## src/rtl/core/lpht_pkg.sv

```systemverilog
// Shared constants and types for the linear probing hash table.
`default_nettype none

package lpht_pkg;

   // Table geometry
   localparam int TABLE_SIZE = 16;
   localparam int IDX_W      = (TABLE_SIZE > 1) ? $clog2(TABLE_SIZE) : 1;
   localparam int KEY_W      = 31;
   localparam int STATUS_W   = 2;
   localparam int SLOT_W     = 4;

   // Operation codes
   localparam logic OP_INSERT = 1'b0;
   localparam logic OP_SEARCH = 1'b1;

   // Result status codes
   localparam logic [STATUS_W-1:0] ST_INSERTED  = 2'd0;
   localparam logic [STATUS_W-1:0] ST_FULL      = 2'd1;
   localparam logic [STATUS_W-1:0] ST_FOUND     = 2'd2;
   localparam logic [STATUS_W-1:0] ST_NOT_FOUND = 2'd3;

   // Sequencer states
   typedef enum logic [1:0] {
      S_IDLE,
      S_FETCH,
      S_CHECK,
      S_RESP
   } state_type;

endpackage

`default_nettype wire

```

## src/rtl/core/lpht_ram.sv

```systemverilog
// Generic single-port RAM with registered read data.
`default_nettype none

module lpht_ram #(
   parameter int WIDTH  = 32,
   parameter int DEPTH  = 16,
   parameter int ADDR_W = (DEPTH > 1) ? $clog2(DEPTH) : 1
) (
   input  wire logic              clock,
   input  wire logic              we,
   input  wire logic [ADDR_W-1:0] addr,
   input  wire logic [WIDTH-1:0]  wdata,
   output logic      [WIDTH-1:0]  rdata
);

   logic [WIDTH-1:0] mem_ff [DEPTH];
   logic [WIDTH-1:0] rdata_ff;

   // Write on enable, register the read every cycle
   always_ff @(posedge clock) begin
      if (we) begin
         mem_ff[addr] <= wdata;
      end
      rdata_ff <= mem_ff[addr];
   end

   assign rdata = rdata_ff;

endmodule

`default_nettype wire

```

## src/rtl/core/linear_probe_hash_table.sv

```systemverilog
// Linear probing hash table: one insert or search per transaction.
// Probing starts at the home slot and walks on with wrap-around until a result or until every
// slot is probed; each probe is a key store read and a compare.
// Throughput: one item at a time; the next request is taken in the cycle after the
// response transaction completes.
// Reset empties the table at once by clearing the slot valid flags; stored keys are
// not cleared.
`default_nettype none

module linear_probe_hash_table
   import lpht_pkg::*;
(
   input  wire logic        clock,
   input  wire logic        reset,
   input  wire logic        req_tvalid,
   output logic             req_tready,
   input  wire logic [31:0] req_tdata,   // [30:0] key, [31] zero
   input  wire logic        req_tuser,   // [0] op
   output logic             rsp_tvalid,
   input  wire logic        rsp_tready,
   output logic [7:0]       rsp_tdata,   // [3:0] slot, [7:4] zero
   output logic [1:0]       rsp_tuser    // [1:0] status
);

   state_type               state_ff, state_in;
   logic [IDX_W-1:0]        pos_ff, pos_in;
   logic [IDX_W-1:0]        cnt_ff, cnt_in;
   logic                    op_ff, op_in;
   logic [KEY_W-1:0]        key_ff, key_in;
   logic [TABLE_SIZE-1:0]   valid_ff, valid_in;
   logic [STATUS_W-1:0]     status_ff, status_in;
   logic [SLOT_W-1:0]       slot_ff, slot_in;

   logic                    ram_we;
   logic [KEY_W-1:0]        ram_rdata;
   logic [IDX_W-1:0]        home_pos;
   logic [IDX_W-1:0]        next_pos;
   logic [31:0]             pos_wide;
   logic                    last_probe;
   logic                    key_match;

   lpht_ram #(
      .WIDTH  (KEY_W),
      .DEPTH  (TABLE_SIZE),
      .ADDR_W (IDX_W)
   ) u_key_store (
      .clock (clock),
      .we    (ram_we),
      .addr  (pos_ff),
      .wdata (key_ff),
      .rdata (ram_rdata)
   );

   // Home slot, wrap-around successor and shared compare
   assign home_pos   = IDX_W'(req_tdata[KEY_W-1:0] % TABLE_SIZE);
   assign next_pos   = (pos_ff == IDX_W'(TABLE_SIZE - 1)) ? '0 : pos_ff + 1'b1;
   assign last_probe = (cnt_ff == IDX_W'(TABLE_SIZE - 1));
   assign key_match  = (ram_rdata == key_ff);
   assign pos_wide   = 32'(pos_ff);

   // State and payload registers
   always_ff @(posedge clock) begin
      if (reset) begin
         state_ff <= S_IDLE;
         valid_ff <= '0;
      end else begin
         state_ff <= state_in;
         valid_ff <= valid_in;
      end
      pos_ff    <= pos_in;
      cnt_ff    <= cnt_in;
      op_ff     <= op_in;
      key_ff    <= key_in;
      status_ff <= status_in;
      slot_ff   <= slot_in;
   end

   // Probe sequencer
   always_comb begin
      state_in  = state_ff;
      pos_in    = pos_ff;
      cnt_in    = cnt_ff;
      op_in     = op_ff;
      key_in    = key_ff;
      valid_in  = valid_ff;
      status_in = status_ff;
      slot_in   = slot_ff;
      ram_we    = 1'b0;

      case (state_ff)
         S_IDLE: begin
            // Capture the request and start at the home slot
            if (req_tvalid) begin
               op_in    = req_tuser;
               key_in   = req_tdata[KEY_W-1:0];
               pos_in   = home_pos;
               cnt_in   = '0;
               state_in = S_FETCH;
            end
         end
         S_FETCH: begin
            // Key store read of the current slot is in flight
            state_in = S_CHECK;
         end
         S_CHECK: begin
            if (op_ff == OP_INSERT && !valid_ff[pos_ff]) begin
               // Claim the empty slot
               ram_we           = 1'b1;
               valid_in[pos_ff] = 1'b1;
               status_in        = ST_INSERTED;
               slot_in          = pos_wide[SLOT_W-1:0];
               state_in         = S_RESP;
            end else if (op_ff == OP_SEARCH && !valid_ff[pos_ff]) begin
               status_in = ST_NOT_FOUND;
               slot_in   = '0;
               state_in  = S_RESP;
            end else if (op_ff == OP_SEARCH && key_match) begin
               status_in = ST_FOUND;
               slot_in   = pos_wide[SLOT_W-1:0];
               state_in  = S_RESP;
            end else if (last_probe) begin
               // Every slot probed once
               status_in = (op_ff == OP_INSERT) ? ST_FULL : ST_NOT_FOUND;
               slot_in   = '0;
               state_in  = S_RESP;
            end else begin
               // Advance to the next slot
               pos_in   = next_pos;
               cnt_in   = cnt_ff + 1'b1;
               state_in = S_FETCH;
            end
         end
         S_RESP: begin
            // Hold the result until the transaction completes
            if (rsp_tready) begin
               state_in = S_IDLE;
            end
         end
         default: begin
            state_in = S_IDLE;
         end
      endcase
   end

   assign req_tready = (state_ff == S_IDLE);
   assign rsp_tvalid = (state_ff == S_RESP);
   assign rsp_tdata  = {4'b0000, slot_ff};
   assign rsp_tuser  = status_ff;

   // A pending result blocks new requests
   assert property (@(posedge clock) disable iff (reset)
      rsp_tvalid |-> !req_tready)
      else $error("request accepted while a result is pending");

   // A key store write marks its slot occupied
   assert property (@(posedge clock) disable iff (reset)
      ram_we |=> valid_ff[$past(pos_ff)])
      else $error("written slot not marked valid");

   // Full is only reported when every slot is occupied
   assert property (@(posedge clock) disable iff (reset)
      (rsp_tvalid && rsp_tuser == ST_FULL) |-> (&valid_ff))
      else $error("table full reported with an empty slot");

   // An inserted or found slot is occupied
   assert property (@(posedge clock) disable iff (reset)
      (rsp_tvalid && (rsp_tuser == ST_INSERTED || rsp_tuser == ST_FOUND))
         |-> valid_ff[pos_ff])
      else $error("reported slot not valid");

endmodule

`default_nettype wire
```

## config.mk

```make
export PLATFORM = sky130hd
export DESIGN_NAME = linear_probe_hash_table
export DESIGN_NICKNAME = d
export VERILOG_FILES = /design/src/rtl/core/lpht_pkg.sv /design/src/rtl/core/lpht_ram.sv /design/src/rtl/core/linear_probe_hash_table.sv
export SDC_FILE = /design/constraint.sdc
export NUM_CORES = 1
export LEC_CHECK = 0
export BUFFER_PORTS_ARGS = -buffer_cell sky130_fd_sc_hd__buf_2
export CAP_MARGIN = 40
export CORE_MARGIN = 2
export CORE_UTILIZATION = 59
export CTS_CLUSTER_DIAMETER = 30
export DETAILED_ROUTE_END_ITERATION = 10
export GPL_ROUTABILITY_DRIVEN = 1
export MAX_ROUTING_LAYER = met4
export PLACE_DENSITY = 0.76
export SETUP_SLACK_MARGIN = 0.15
export SYNTH_ARGS = -nofsm -noshare
export SYNTH_HDL_FRONTEND = slang
export SYNTH_HIERARCHICAL = 1
export SYNTH_SLANG_ARGS = --single-unit
```

## constraint.sdc

```tcl
create_clock -name clock -period 9.6 [get_ports clock]
set_input_delay 1.92 -clock clock [delete_from_list [all_inputs] [get_ports clock]]
set_output_delay 1.92 -clock clock [all_outputs]
set_load 0.005 [all_outputs]
```

==> results.md, run 1 <==
- GRT Max-Usage Layer: met2
- Total CTS buffers: 100
- Core ar.: 0.0367 mm2
- Max-slew headroom: 41.8%
- Die Ht: 197 um
- Worst EP arrival: 4430 ps
- Count of hold-fix buffers inserted at cts: 0
- H-tree lvl count: 3
- P_leak: 8.84 nW
- CTS tree: done
- Via count: 10.9k
- Area grow syn2layout: 21.2%
- Max clock buf depth: 3
- Latest clock arrival within the worst-skew pair: 610 ps
- Pre-CTS setup slack: 5510 ps
- Hold crit path type: reg2reg
- Largest net degree at the start of global routing: 140
- Maximum clock frequency: 240 MHz
- Fin area: 0.0267 mm2
- Post-route insts no fill: 1706
- Status: finished, final reports clean
- Initial Util: 60.1%
- CTS root buffer: clkbuf_16
- Critical-path maximum fanout: 47
- PwrDens: 265 mW/mm2
- CP max stage cell: nor2_4
- Cells on worst reg2reg path: 9
- Register area share after synthesis: 78.3%
- Min cycle time layout: 4160 ps
- DP HPWL: 22700 um
- Drt via density: 6.36
- Share of layout cells above drive strength 1: 32.2%
- Final setup viols: 0
- Number of synthesized register bits: 591
- Resized Gates After CTS: 0
- Area of the multi-input gates: 0.00462 mm2
- Post-route DRC violation count: 0
- Maximum vdd drop: 0.211 mV
- Critical-path cell list: buf_4, buf_16, mux4_2, mux2i_1, mux2i_1, nor2_1, nand3_1, nor2_4, buf_4
- Final Max Tran Viols: 0
- First DRT Iteration DRCs: 884
- Grt met3 use: 6.54%
- Primary FF master, synth: edfxtp_1
- Synth area leader: edfxtp_1
- Layout Skew: 20.8 ps
- Congestion Overflow GR: 0
- Fin nets: 1194
- R2R Path Start: pos_ff[0]$_DFFE_PP_
- GRT Util Overall: 26.6%
- Delay of the slowest critical-path stage: 760 ps
- Synth Instances: 1028
- WP data required: 9870 ps
- GPL Wtd Cong: 0.759
- Reg clk slew, reported paths: 50 ps
- Post-synth ARST share: 0%
- Syn. warnings: 6
- Final setup TNS: 0 ps
- Setup crit end kind: flip-flop
- Placed insts: 1518
- Routed len/inst: 28.2 um
- Drt first pass iters: 5
- Vias in the first global route: 11.5k
- Worst slew pin tran: 872 ps
- Post-synth top area share: 73.8%
- CP Depth: 9
- Crit path capture: u_key_store/mem_ff[13][23]$_DFFE_PP_
- Number of port buffers: 43
- Final WS setup: 5440 ps
- Die width: 197 um
- Io pins: 49
- Met2 global-route usage: 41.7%
- Crit path max-delay family: simple AND/OR/NAND/NOR gates
- Hold WS: 465 ps
- Setup slack, reg-to-reg: 5440 ps
- Synth Cell Area: 0.0220 mm2
- CP startpoint kind: flip-flop
- Initial antenna violation count: 0
- Routed WL: 48000 um
- Worst Setup SP: pos_ff[0]$_DFFE_PP_
- Final Hold Fails: 0
- Crit path kind: reg2reg
- Critical path buffer and inverter count: 3
- Netlist cell types: 41
- CTS sink cnt: 591
- Fillers: 1959
- Die Area: 0.0389 mm2
- Post-synth EDFFs: 542
- # rows: 70
- Ant. Diodes: 0
- Antenna Violating Nets Remaining: 0
- FF+latch area: 0.0173 mm2
- Grt met1 use: 34.4%
- Final Cycle Share: 43.3%
- Area post-placement: 0.0230 mm2
- Postcts setup bufs: 0
- Max Cap Viol: 0
- RSZ-0062 raised after global routing: no
- Syn avg cell area: 21.4 um2
- First-pass GRT wire length: 72100 um
- R2r endpoint: u_key_store/mem_ff[13][23]$_DFFE_PP_
- Synth area leaders: edfxtp_1 (74%), mux4_2 (13%), dfxtp_1 (4.5%), a22oi_1 (2.1%), xnor2_1 (1.3%)
==> worst reg2reg max path: stages (launching register included) <==
cell	delay [ps]
edfxtp_1	320
buf_4	250
buf_16	320
mux4_2	600
mux2i_1	140
mux2i_1	200
nor2_1	390
nand3_1	370
nor2_4	770
buf_4	450
==> synthesized netlist by cell type, types with 5 or more instances <==
cell,n
mux4_2,128
nand4_1,8
dfxtp_1,49
a22oi_1,62
buf_4,5
xnor2_1,33
a21oi_1,23
edfxtp_1,542
ha_1,5
nor3_1,5
nor2_1,36
clkbuf_1,26
buf_6,9
buf_2,9
nand2_1,40
==> area by class of cell <==
class | count | share of cell area [%]
Inverter | 3 | 0.0422
Multi-Input combinational cell | 383 | 17.3
Tap cell | 468 | 2.19
Clock buffer | 119 | 9.98
Timing Repair Buffer | 73 | 2.15
Sequential cell | 591 | 64.6
Clock inverter | 69 | 3.74
==> how the worst min path moves through the flow <==
| stage | cells after the start | startpoint | slack [ps] | end |
|---|---|---|---|---|
| finish | 2 | valid_ff[15]$_SDFFE_PP0P_ | 470 | valid_ff[15]$_SDFFE_PP0P_ |
| global route | 2 | valid_ff[8]$_SDFFE_PP0P_ | 490 | valid_ff[8]$_SDFFE_PP0P_ |
| CTS | 2 | valid_ff[15]$_SDFFE_PP0P_ | 470 | valid_ff[15]$_SDFFE_PP0P_ |
| detailed placement | 2 | valid_ff[3]$_SDFFE_PP0P_ | 450 | valid_ff[3]$_SDFFE_PP0P_ |
| global placement | 2 | valid_ff[14]$_SDFFE_PP0P_ | 440 | valid_ff[14]$_SDFFE_PP0P_ |
| floorplan | 2 | valid_ff[10]$_SDFFE_PP0P_ | 430 | valid_ff[10]$_SDFFE_PP0P_ |
==> kinds of logic (layout without fill, tap and decap cells) <==
kind of cell               after synthesis  count (layout)  share of synthesized area (%)
and+or+nand+nor                        115             115                           2.49
buffers and inverters                   57             264                           1.42
muxes                                  131             131                           13.2
AOI/OAI and AO/OA                       94              94                           2.93
adders and majority gates                5               5                          0.284
DFF                                    591             591                           78.3
xor gates and xnor gates                34              34                           1.35
other                                    1               4                         0.0170
==> layer usage <==
layer	vias up	share of wire (%)
met1	5698	39
met3	100	8.2
met5	-	0
met4	0	2.8
li1	4533	-
met2	520	50
==> power breakdown <==
part | internal (mW) | switching (mW) | total [mW] | leakage, nW
registers | 2.88 | 0.0642 | 2.94 | 5.30
clock network | 2.56 | 1.25 | 3.81 | 1.76
logic | 0.154 | 0.178 | 0.332 | 1.78
total | 5.60 | 1.49 | 7.09 | 8.84
==> state kept, by name, indices dropped and copies added (netlist names) <==
register            flops
u_key_store/mem_ff    496
key_ff                 31
u_key_store/rdata      31
valid_ff               16
cnt_ff                  4
pos_ff                  4
slot_ff                 4
rsp_tuser               2
state_ff                2
op_ff                   1
==> metrics by stage <==
step	power [mW]	utilization, %
global placement	3.29	62.3
floorplan	3.20	-
finish	7.09	72.8
CTS	7.13	72.8
detailed placement	3.32	62.8
global route	7.28	72.8
==> cell usage in the layout, fill, tap and decap left out, types with 3 or more instances in the layout <==
cell and n:
a21oi_1 23, a22oi_1 62, and2_1 3, buf_16 6, buf_2 43, buf_4 23, bufinv_16 21, clkbuf_1 12
clkbuf_16 102, clkbuf_8 5, clkinv_1 5, clkinv_2 10, clkinv_4 9, clkinvlp_4 11, conb_1 4, dfxtp_1 49
edfxtp_1 542, ha_1 5, inv_6 9, mux2i_1 3, mux4_2 128, nand2_1 40, nand2b_1 4, nand3_1 3
nand4_1 8, nor2_1 23, nor2_4 13, nor3_2 4, xnor2_1 33
(Power assumes the default switching activity.)
==> run 2, diff against run 1 <==
--- a/config.mk
+++ b/config.mk
@@ -5,15 +5,16 @@
 export SDC_FILE = /design/constraint.sdc
 export NUM_CORES = 1
 export LEC_CHECK = 0
+export ABC_AREA = 1
 export BUFFER_PORTS_ARGS = -buffer_cell sky130_fd_sc_hd__buf_2
 export CAP_MARGIN = 40
 export CORE_MARGIN = 2
-export CORE_UTILIZATION = 59
+export CORE_UTILIZATION = 56
 export CTS_CLUSTER_DIAMETER = 30
 export DETAILED_ROUTE_END_ITERATION = 10
 export GPL_ROUTABILITY_DRIVEN = 1
 export MAX_ROUTING_LAYER = met4
-export PLACE_DENSITY = 0.76
+export PLACE_DENSITY = 0.75
 export SETUP_SLACK_MARGIN = 0.15
 export SYNTH_ARGS = -nofsm -noshare
 export SYNTH_HDL_FRONTEND = slang
==> constraint.sdc (replaced) <==
create_clock -name clock -period 3.55 [get_ports clock]
set_input_delay 0.71 -clock clock [delete_from_list [all_inputs] [get_ports clock]]
set_output_delay 0.71 -clock clock [all_outputs]
set_load 0.005 [all_outputs]
==> run 2 against run 1 <==
  * Clock skew increased by 11 ps
  * Final area increased by 12%
  * Sequential power increased to 2.8 times the previous value
  * Routed wire length increased by 22%
  * Total power increased to 3.0 times the previous value
  * Clock power increased to 2.8 times the previous value
  * Synthesized area increased by 13%
  * Final cell count increased by 92%
  * First-iteration DRC count increased by 58%
  * Non-clock buffer count increased by 40
==> results.md, run 2 <==
- P_leak: 12.8 nW (was 8.84 nW)
- Max FFs per register: 496 (unchanged)
- Post-synth EDFFs: 542 (unchanged)
- Maximum clock frequency: 321 MHz (was 240 MHz)
- Worst EP arrival: 3380 ps (was 4430 ps)
- CP max stage cell: buf_16 (was nor2_4)
- Count leader, synth: nand2_1 (was edfxtp_1)
- Area grow syn2layout: 20.2% (was 21.2%)
- Initial Util: 56.4% (was 60.1%)
- Die width: 215 um (was 197 um)
- First DRT Iteration DRCs: 1399 (was 884)
- Critical-path maximum fanout: 249 (was 47)
- Core ar.: 0.0440 mm2 (was 0.0367 mm2)
- Final core utilization: 67.8% (was 72.8%)
- CTS root buffer: clkbuf_16 (unchanged)
- Max clock buf depth: 3 (unchanged)
- CTS sink cnt: 591 (unchanged)
- Io pins: 49 (unchanged)
- DP HPWL: 32100 um (was 22700 um)
- Total CTS buffers: 110 (was 100)
- First-pass GRT wire length: 92600 um (was 72100 um)
- Final setup TNS: 0 ps (unchanged)
- Die Area: 0.0460 mm2 (was 0.0389 mm2)
- Number of port buffers: 43 (unchanged)
- Congestion Overflow GR: 0 (unchanged)
- Fin area: 0.0299 mm2 (was 0.0267 mm2)
- Synth top cells by count: nand2_1 (1460), edfxtp_1 (542), inv_1 (159) (was edfxtp_1 (542), mux4_2 (128), a22oi_1 (62))
- Fin nets: 2631 (was 1194)
- Initial antenna violation count: 0 (unchanged)
- WP data required: 3820 ps (was 9870 ps)
- GPL Wtd Cong: 0.834 (was 0.759)
- CP startpoint kind: flip-flop (unchanged)
- Hold WS: 236 ps (was 465 ps)
- PwrDens: 706 mW/mm2 (was 265 mW/mm2)
- Max-slew headroom: 22.6% (was 41.8%)
- Post-synth ARST share: 0% (unchanged)
- Status: finished, final reports clean (unchanged)
- Register area share after synthesis: 69.5% (was 78.3%)
- Critical-path cell list: buf_4, inv_6, buf_16, nand3_1, nor2_4, buf_4 (was buf_4, buf_16, mux4_2, mux2i_1, mux2i_1, nor2_1, nand3_1, nor2_4, buf_4)
- Final Max Tran Viols: 0 (unchanged)
- Synth area leaders: edfxtp_1 (66%), nand2_1 (22%), dfxtp_1 (3.9%), inv_1 (2.4%), buf_6 (1.1%) (was edfxtp_1 (74%), mux4_2 (13%), dfxtp_1 (4.5%), a22oi_1 (2.1%), xnor2_1 (1.3%))
- Maximum vdd drop: 0.660 mV (was 0.211 mV)
- Via count: 16.9k (was 10.9k)
- Drt first pass iters: 5 (unchanged)
- Latest clock arrival within the worst-skew pair: 650 ps (was 610 ps)
- Min cycle time layout: 3120 ps (was 4160 ps)
- Synth area leader: edfxtp_1 (unchanged)
- Power Total: 21.1 mW (was 7.09 mW)
- Ant. Diodes: 0 (unchanged)
- Netlist cell types: 30 (was 41)
- Reg clk slew, reported paths: 60 ps (was 50 ps)
- Routed len/inst: 17.9 um (was 28.2 um)
- GRT Util Overall: 26.8% (was 26.6%)
- Synth Cell Area: 0.0248 mm2 (was 0.0220 mm2)
- # rows: 77 (was 70)
- Final setup viols: 0 (unchanged)
- H-tree lvl count: 3 (unchanged)
- Top cell by count, worst path: buf_4
- Final Hold Fails: 0 (unchanged)
- Max Cap Viol: 0 (unchanged)
- Antenna Violating Nets Remaining: 0 (unchanged)
- Setup slack, reg-to-reg: 430 ps (was 5440 ps)
- Hold crit path type: in2reg (was reg2reg)
- Postcts setup bufs: 0 (unchanged)
- Vias in the first global route: 17.3k (was 11.5k)
- Leading cell type in the layout, fill and taps excluded: nand2_1 (was edfxtp_1)
- Area post-placement: 0.0260 mm2 (was 0.0230 mm2)
- Post-route DRC violation count: 0 (unchanged)
- Die Ht: 215 um (was 197 um)
- Share of layout cells above drive strength 1: 13.1% (was 32.2%)
- HP Start: req_tdata[25] (was valid_ff[15]$_SDFFE_PP0P_)
- Syn. warnings: 6 (unchanged)
- R2R Path Start: pos_ff[0]$_DFFE_PP_ (unchanged)
- Syn avg cell area: 10.1 um2 (was 21.4 um2)
- Worst Setup SP: pos_ff[0]$_DFFE_PP_ (unchanged)
- CTS tree: done (unchanged)
- Largest net degree at the start of global routing: 250 (was 140)
- Commonest non-fill, non-tap cells in the layout: nand2_1 (1460), edfxtp_1 (542), inv_1 (159), clkbuf_16 (112), buf_4 (57) (was edfxtp_1 (542), mux4_2 (128), clkbuf_16 (102), a22oi_1 (62), dfxtp_1 (49))
- Drt via density: 5.17 (was 6.36)
- Crit path kind: reg2reg (unchanged)
- Primary FF master, synth: edfxtp_1 (unchanged)
- Post-synth top area share: 65.5% (was 73.8%)
- Count of hold-fix buffers inserted at cts: 0 (unchanged)
- Setup crit end kind: flip-flop (unchanged)
- Final Cycle Share: 87.8% (was 43.3%)
- Routed WL: 58700 um (was 48000 um)
- Largest Register: u_key_store/mem_ff (unchanged)
- Delay of the slowest critical-path stage: 630 ps (was 760 ps)
- Synth Instances: 2465 (was 1028)
- Worst slew pin tran: 1160 ps (was 872 ps)
- Number of synthesized register bits: 591 (unchanged)
- RSZ-0062 raised after global routing: no (unchanged)
- Layout Skew: 31.9 ps (was 20.8 ps)
==> run 2: cell count changes in the layout (fill, tap and decap cells not counted), moves of 25 or more <==
| cell | before | now |
|---|---|---|
| inv_1 | 2 | 159 |
| buf_4 | 23 | 57 |
| a22oi_1 | 62 | 0 |
| nand2_1 | 40 | 1460 |
| xnor2_1 | 33 | 8 |
| mux4_2 | 128 | 0 |
==> run 2: through the flow <==
step           cells  setup WS (ps)
6_report        3275            432
5_1_grt         3275            219
4_1_cts         3275            218
3_5_place_dp    3069            207
3_3_place_gp    3060            272
2_1_floorplan   2468            237
==> run 2: routing by layer <==
layer / vias up / part of all wire, % / GRT usage, % / routed length, um
met5: - / 0 / - / 0
met3: 121 / 8.1 / 4.98 / 4740
li1: 8114 / - / - / -
met4: 0 / 2.8 / 10.0 / 1640
met1: 7975 / 39 / 32.9 / 23000
met2: 736 / 50 / 44.6 / 29300
==> run 2: path summary, 6_finish.rpt <==
| kind | end | depth (start not counted) |
|---|---|---|
| max | u_key_store/mem_ff[2][21]$_DFFE_PP_ | 6 |
| min | key_ff[25]$_DFFE_PP_ | 1 |
| min reg2reg | valid_ff[11]$_SDFFE_PP0P_ | 2 |
| max reg2reg | u_key_store/mem_ff[2][21]$_DFFE_PP_ | 6 |
==> run 2: power by group <==
| group | switching [mW] | internal [mW] | leakage (nW) |
|---|---|---|---|
| Clock | 3.59 | 6.97 | 1.85 |
| Combinational | 1.67 | 0.693 | 5.69 |
| Sequential | 0.249 | 7.92 | 5.30 |
| Total | 5.51 | 15.6 | 12.8 |
==> run 2: layout make-up <==
cell class / instances / area (um2)
clock buffers: 130 / 2930
clock inverters: 76 / 892
fillers: 3090 / 14200
inverters: 170 / 647
multi-input cells: 1603 / 6420
flip-flops and latches: 591 / 17300
well taps: 592 / 741
repair buffers: 113 / 963
==> run 2: kinds of logic after synthesis <==
kind of cell	Yosys count	share of synthesized area [%]
AO/OA/AOI/OAI	30	0.751
AND/OR/NAND/NOR	1555	23.9
adder cells (fa/ha/maj)	5	0.252
buffers and inverters	274	5.29
flip-flops	591	69.5
other	1	0.0151
XOR/XNOR	9	0.317
==> run 2: repair_timing <==
action	CTS	global route
endpoints found under the setup margin	0	22
gates resized for setup	0	1
endpoints found under the hold margin	0	0
==> run 2: worst max-delay path, delay by kind of cell, from the launching register on <==
kind,cells,cell delay [ps]
buffers and inverters,4,1400
AND/OR/NAND/NOR,2,780
flip-flops,1,520
==> run 3, diff against run 2 <==
--- a/config.mk
+++ b/config.mk
@@ -13,6 +13,7 @@
 export CTS_CLUSTER_DIAMETER = 30
 export DETAILED_ROUTE_END_ITERATION = 10
 export GPL_ROUTABILITY_DRIVEN = 1
+export GPL_TIMING_DRIVEN = 0
 export MAX_ROUTING_LAYER = met4
 export PLACE_DENSITY = 0.75
 export SETUP_SLACK_MARGIN = 0.15
==> constraint.sdc (replaced) <==
create_clock -name clock -period 3.55 [get_ports clock]
set_input_delay 0.1775 -clock clock [delete_from_list [all_inputs] [get_ports clock]]
set_output_delay 0.1775 -clock clock [all_outputs]
set_load 0.005 [all_outputs]
==> run 3 against run 2 <==
  * Maximum frequency fell by 3.8%
  * Sequential power rose by 0.5%
  * Total power rose by 3.7%
  * Clock power rose by 4%
  * Clock skew fell by 7.9 ps
  * Largest power group unchanged
==> results.md, run 3 (same netlist as run 2, synthesis figures left out) <==
- Initial antenna violation count: 1 (was 0)
- Final setup viols: 0 (unchanged)
- Io pins: 49 (unchanged)
- CP startpoint kind: flip-flop (unchanged)
- CTS tree: done (unchanged)
- Routed WL: 66400 um (was 58700 um)
- Setup slack, reg-to-reg: 310 ps (was 430 ps)
- Die Area: 0.0460 mm2 (unchanged)
- Hold WS: 19.2 ps (was 236 ps)
- Post-route DRC violation count: 0 (unchanged)
- Largest Register: u_key_store/mem_ff (unchanged)
- Combinational share of power: 12.1% (was 11.2%)
- Number of port buffers: 42 (was 43)
- GRT Util Overall: 29.6% (was 26.8%)
- Via count: 18.2k (was 16.9k)
- Crit path kind: reg2reg (unchanged)
- P_leak: 13.3 nW (was 12.8 nW)
- Commonest non-fill, non-tap cells in the layout: nand2_1 (1460), edfxtp_1 (542), inv_1 (159), clkbuf_16 (112), buf_2 (81) (was nand2_1 (1460), edfxtp_1 (542), inv_1 (159), clkbuf_16 (112), buf_4 (57))
- Worst EP arrival: 3560 ps (was 3380 ps)
- H-tree lvl count: 3 (unchanged)
- PwrDens: 709 mW/mm2 (was 706 mW/mm2)
- Sw power: 5.76 mW (was 5.51 mW)
- Max FFs per register: 496 (unchanged)
- Initial Util: 56.4% (unchanged)
- First-pass GRT wire length: 100000 um (was 92600 um)
- Area grow syn2layout: 24.2% (was 20.2%)
- Routed len/inst: 19.7 um (was 17.9 um)
- Max clock buf depth: 3 (unchanged)
- Congestion Overflow GR: 0 (unchanged)
- Status: finished, final reports clean (unchanged)
- Maximum vdd drop: 0.467 mV (was 0.660 mV)
- Core ar.: 0.0440 mm2 (unchanged)
- Reg power frac: 37.5% (was 38.7%)
- Die width: 215 um (unchanged)
- Final Hold Fails: 0 (unchanged)
- Layout Skew: 24.0 ps (was 31.9 ps)
- Final core utilization: 70.1% (was 67.8%)
- Share of layout cells above drive strength 1: 14.1% (was 13.1%)
- # rows: 77 (unchanged)
- Reg clk slew, reported paths: 50 ps (was 60 ps)
- Critical-path maximum fanout: 20 (was 249)
- Hold crit path type: in2reg (unchanged)
- CTS root buffer: clkbuf_16 (unchanged)
- WP data required: 3870 ps (was 3820 ps)
- Final Max Tran Viols: 0 (unchanged)
- CTS sink cnt: 591 (unchanged)
- RSZ-0062 raised after global routing: no (unchanged)
- Drt via density: 5.40 (was 5.17)
- Internal power: 16.1 mW (was 15.6 mW)
- Worst slew pin tran: 779 ps (was 1160 ps)
- Antenna Violating Nets Remaining: 0 (unchanged)
- Max Cap Viol: 0 (unchanged)
- Die Ht: 215 um (unchanged)
- Leading cell type in the layout, fill and taps excluded: nand2_1 (unchanged)
- Latest clock arrival within the worst-skew pair: 640 ps (was 650 ps)
- Largest net degree at the start of global routing: 23 (was 250)
- Drt first pass iters: 6 (was 5)
- Total CTS buffers: 110 (unchanged)
- DP HPWL: 40000 um (was 32100 um)
- Final Cycle Share: 91.3% (was 87.8%)
- Power Total: 21.9 mW (was 21.1 mW)
- Clock share of power: 50.3% (was 50.0%)
- Setup crit end kind: flip-flop (unchanged)
- Max-slew headroom: 47.9% (was 22.6%)
- Final setup TNS: 0 ps (unchanged)
- First DRT Iteration DRCs: 1969 (was 1399)
- Sw Ratio: 26.3% (was 26.1%)
- Fin nets: 2729 (was 2631)
- Maximum clock frequency: 309 MHz (was 321 MHz)
- GPL Wtd Cong: 0.928 (was 0.834)
- Vias in the first global route: 18.3k (was 17.3k)
- Min cycle time layout: 3240 ps (was 3120 ps)
-- run 3: changes by cell type in the layout (fill, tap and decap cells not counted), sizes merged --
cell         delta
diode           +1
clkinvlp        +5
inv            -10
bufinv          +7
dlygate4sd3    +35
clkinv          +7
buf            +36
clkbuf         +21
-- run 3: through the flow --
stage | std cells | setup slack, ps | cell area [um2]
floorplan | 2468 | 237 | 24900
finish | 3377 | 310 | 30800
detailed placement | 3120 | 268 | 26300
global route | 3377 | 147 | 30800
CTS | 3364 | 194 | 30700
global placement | 3102 | -1410 | 25800
-- run 3: routing by layer --
| layer | global-route usage (%) | vias up | share of wire, % |
|---|---|---|---|
| met2 | 48.0 | 1057 | 48 |
| met3 | 5.72 | 221 | 10 |
| met1 | 35.9 | 8629 | 37 |
| met4 | 14.2 | 0 | 4.2 |
| met5 | - | - | 0 |
| li1 | - | 8319 | - |
-- run 3: power by group through the flow --
stage | logic [mW] | clock network [mW] | registers [mW]
detailed placement | 2.48 | 0 | 8.33
floorplan | 1.69 | 0 | 8.21
finish | 2.65 | 11.0 | 8.21
CTS | 2.58 | 11.1 | 8.21
global route | 2.91 | 11.4 | 8.23
global placement | 2.38 | 0 | 8.32
-- run 3: area by class of cell --
type	count	area (um2)
inverters	170	647
well taps	592	741
multi-input cells	1603	6410
repair buffers	107	1150
diodes	1	2.50
fillers	2825	13200
flip-flops and latches	591	17300
clock inverters	85	1080
plain buffers	104	668
clock buffers	124	2890
-- run 3: path summary, 6_finish.rpt --
kind | from | to | cells past startpoint
worst max-delay path | pos_ff[0]$_DFFE_PP_ | u_key_store/mem_ff[12][20]$_DFFE_PP_ | 13
worst min-delay path | req_tvalid | op_ff$_DFFE_PP_ | 3
worst max register to register | pos_ff[0]$_DFFE_PP_ | u_key_store/mem_ff[12][20]$_DFFE_PP_ | 13
worst min register to register | valid_ff[13]$_SDFFE_PP0P_ | valid_ff[13]$_SDFFE_PP0P_ | 2
-- run 3: repair_timing --
| item | in CTS | in global routing |
|---|---|---|
| hold endpoints to repair | 44 | 0 |
| resized for setup | 0 | 0 |
| endpoints found under the setup margin | 0 | 135 |
| buffers inserted | 0 | 12 |
| hold buffers | 35 | 0 |
-- run 3: critical path, stage by stage (launching register included) --
cell and delay, ps:
edfxtp_1 490, inv_2 220, nand2_1 90, nand3_1 70, nand2_1 50, nand2_1 70, nand2_2 80, nor2_8 180
nand3_4 130, clkinv_2 110, buf_6 180, nand3_1 370, nor2_4 580, buf_12 280
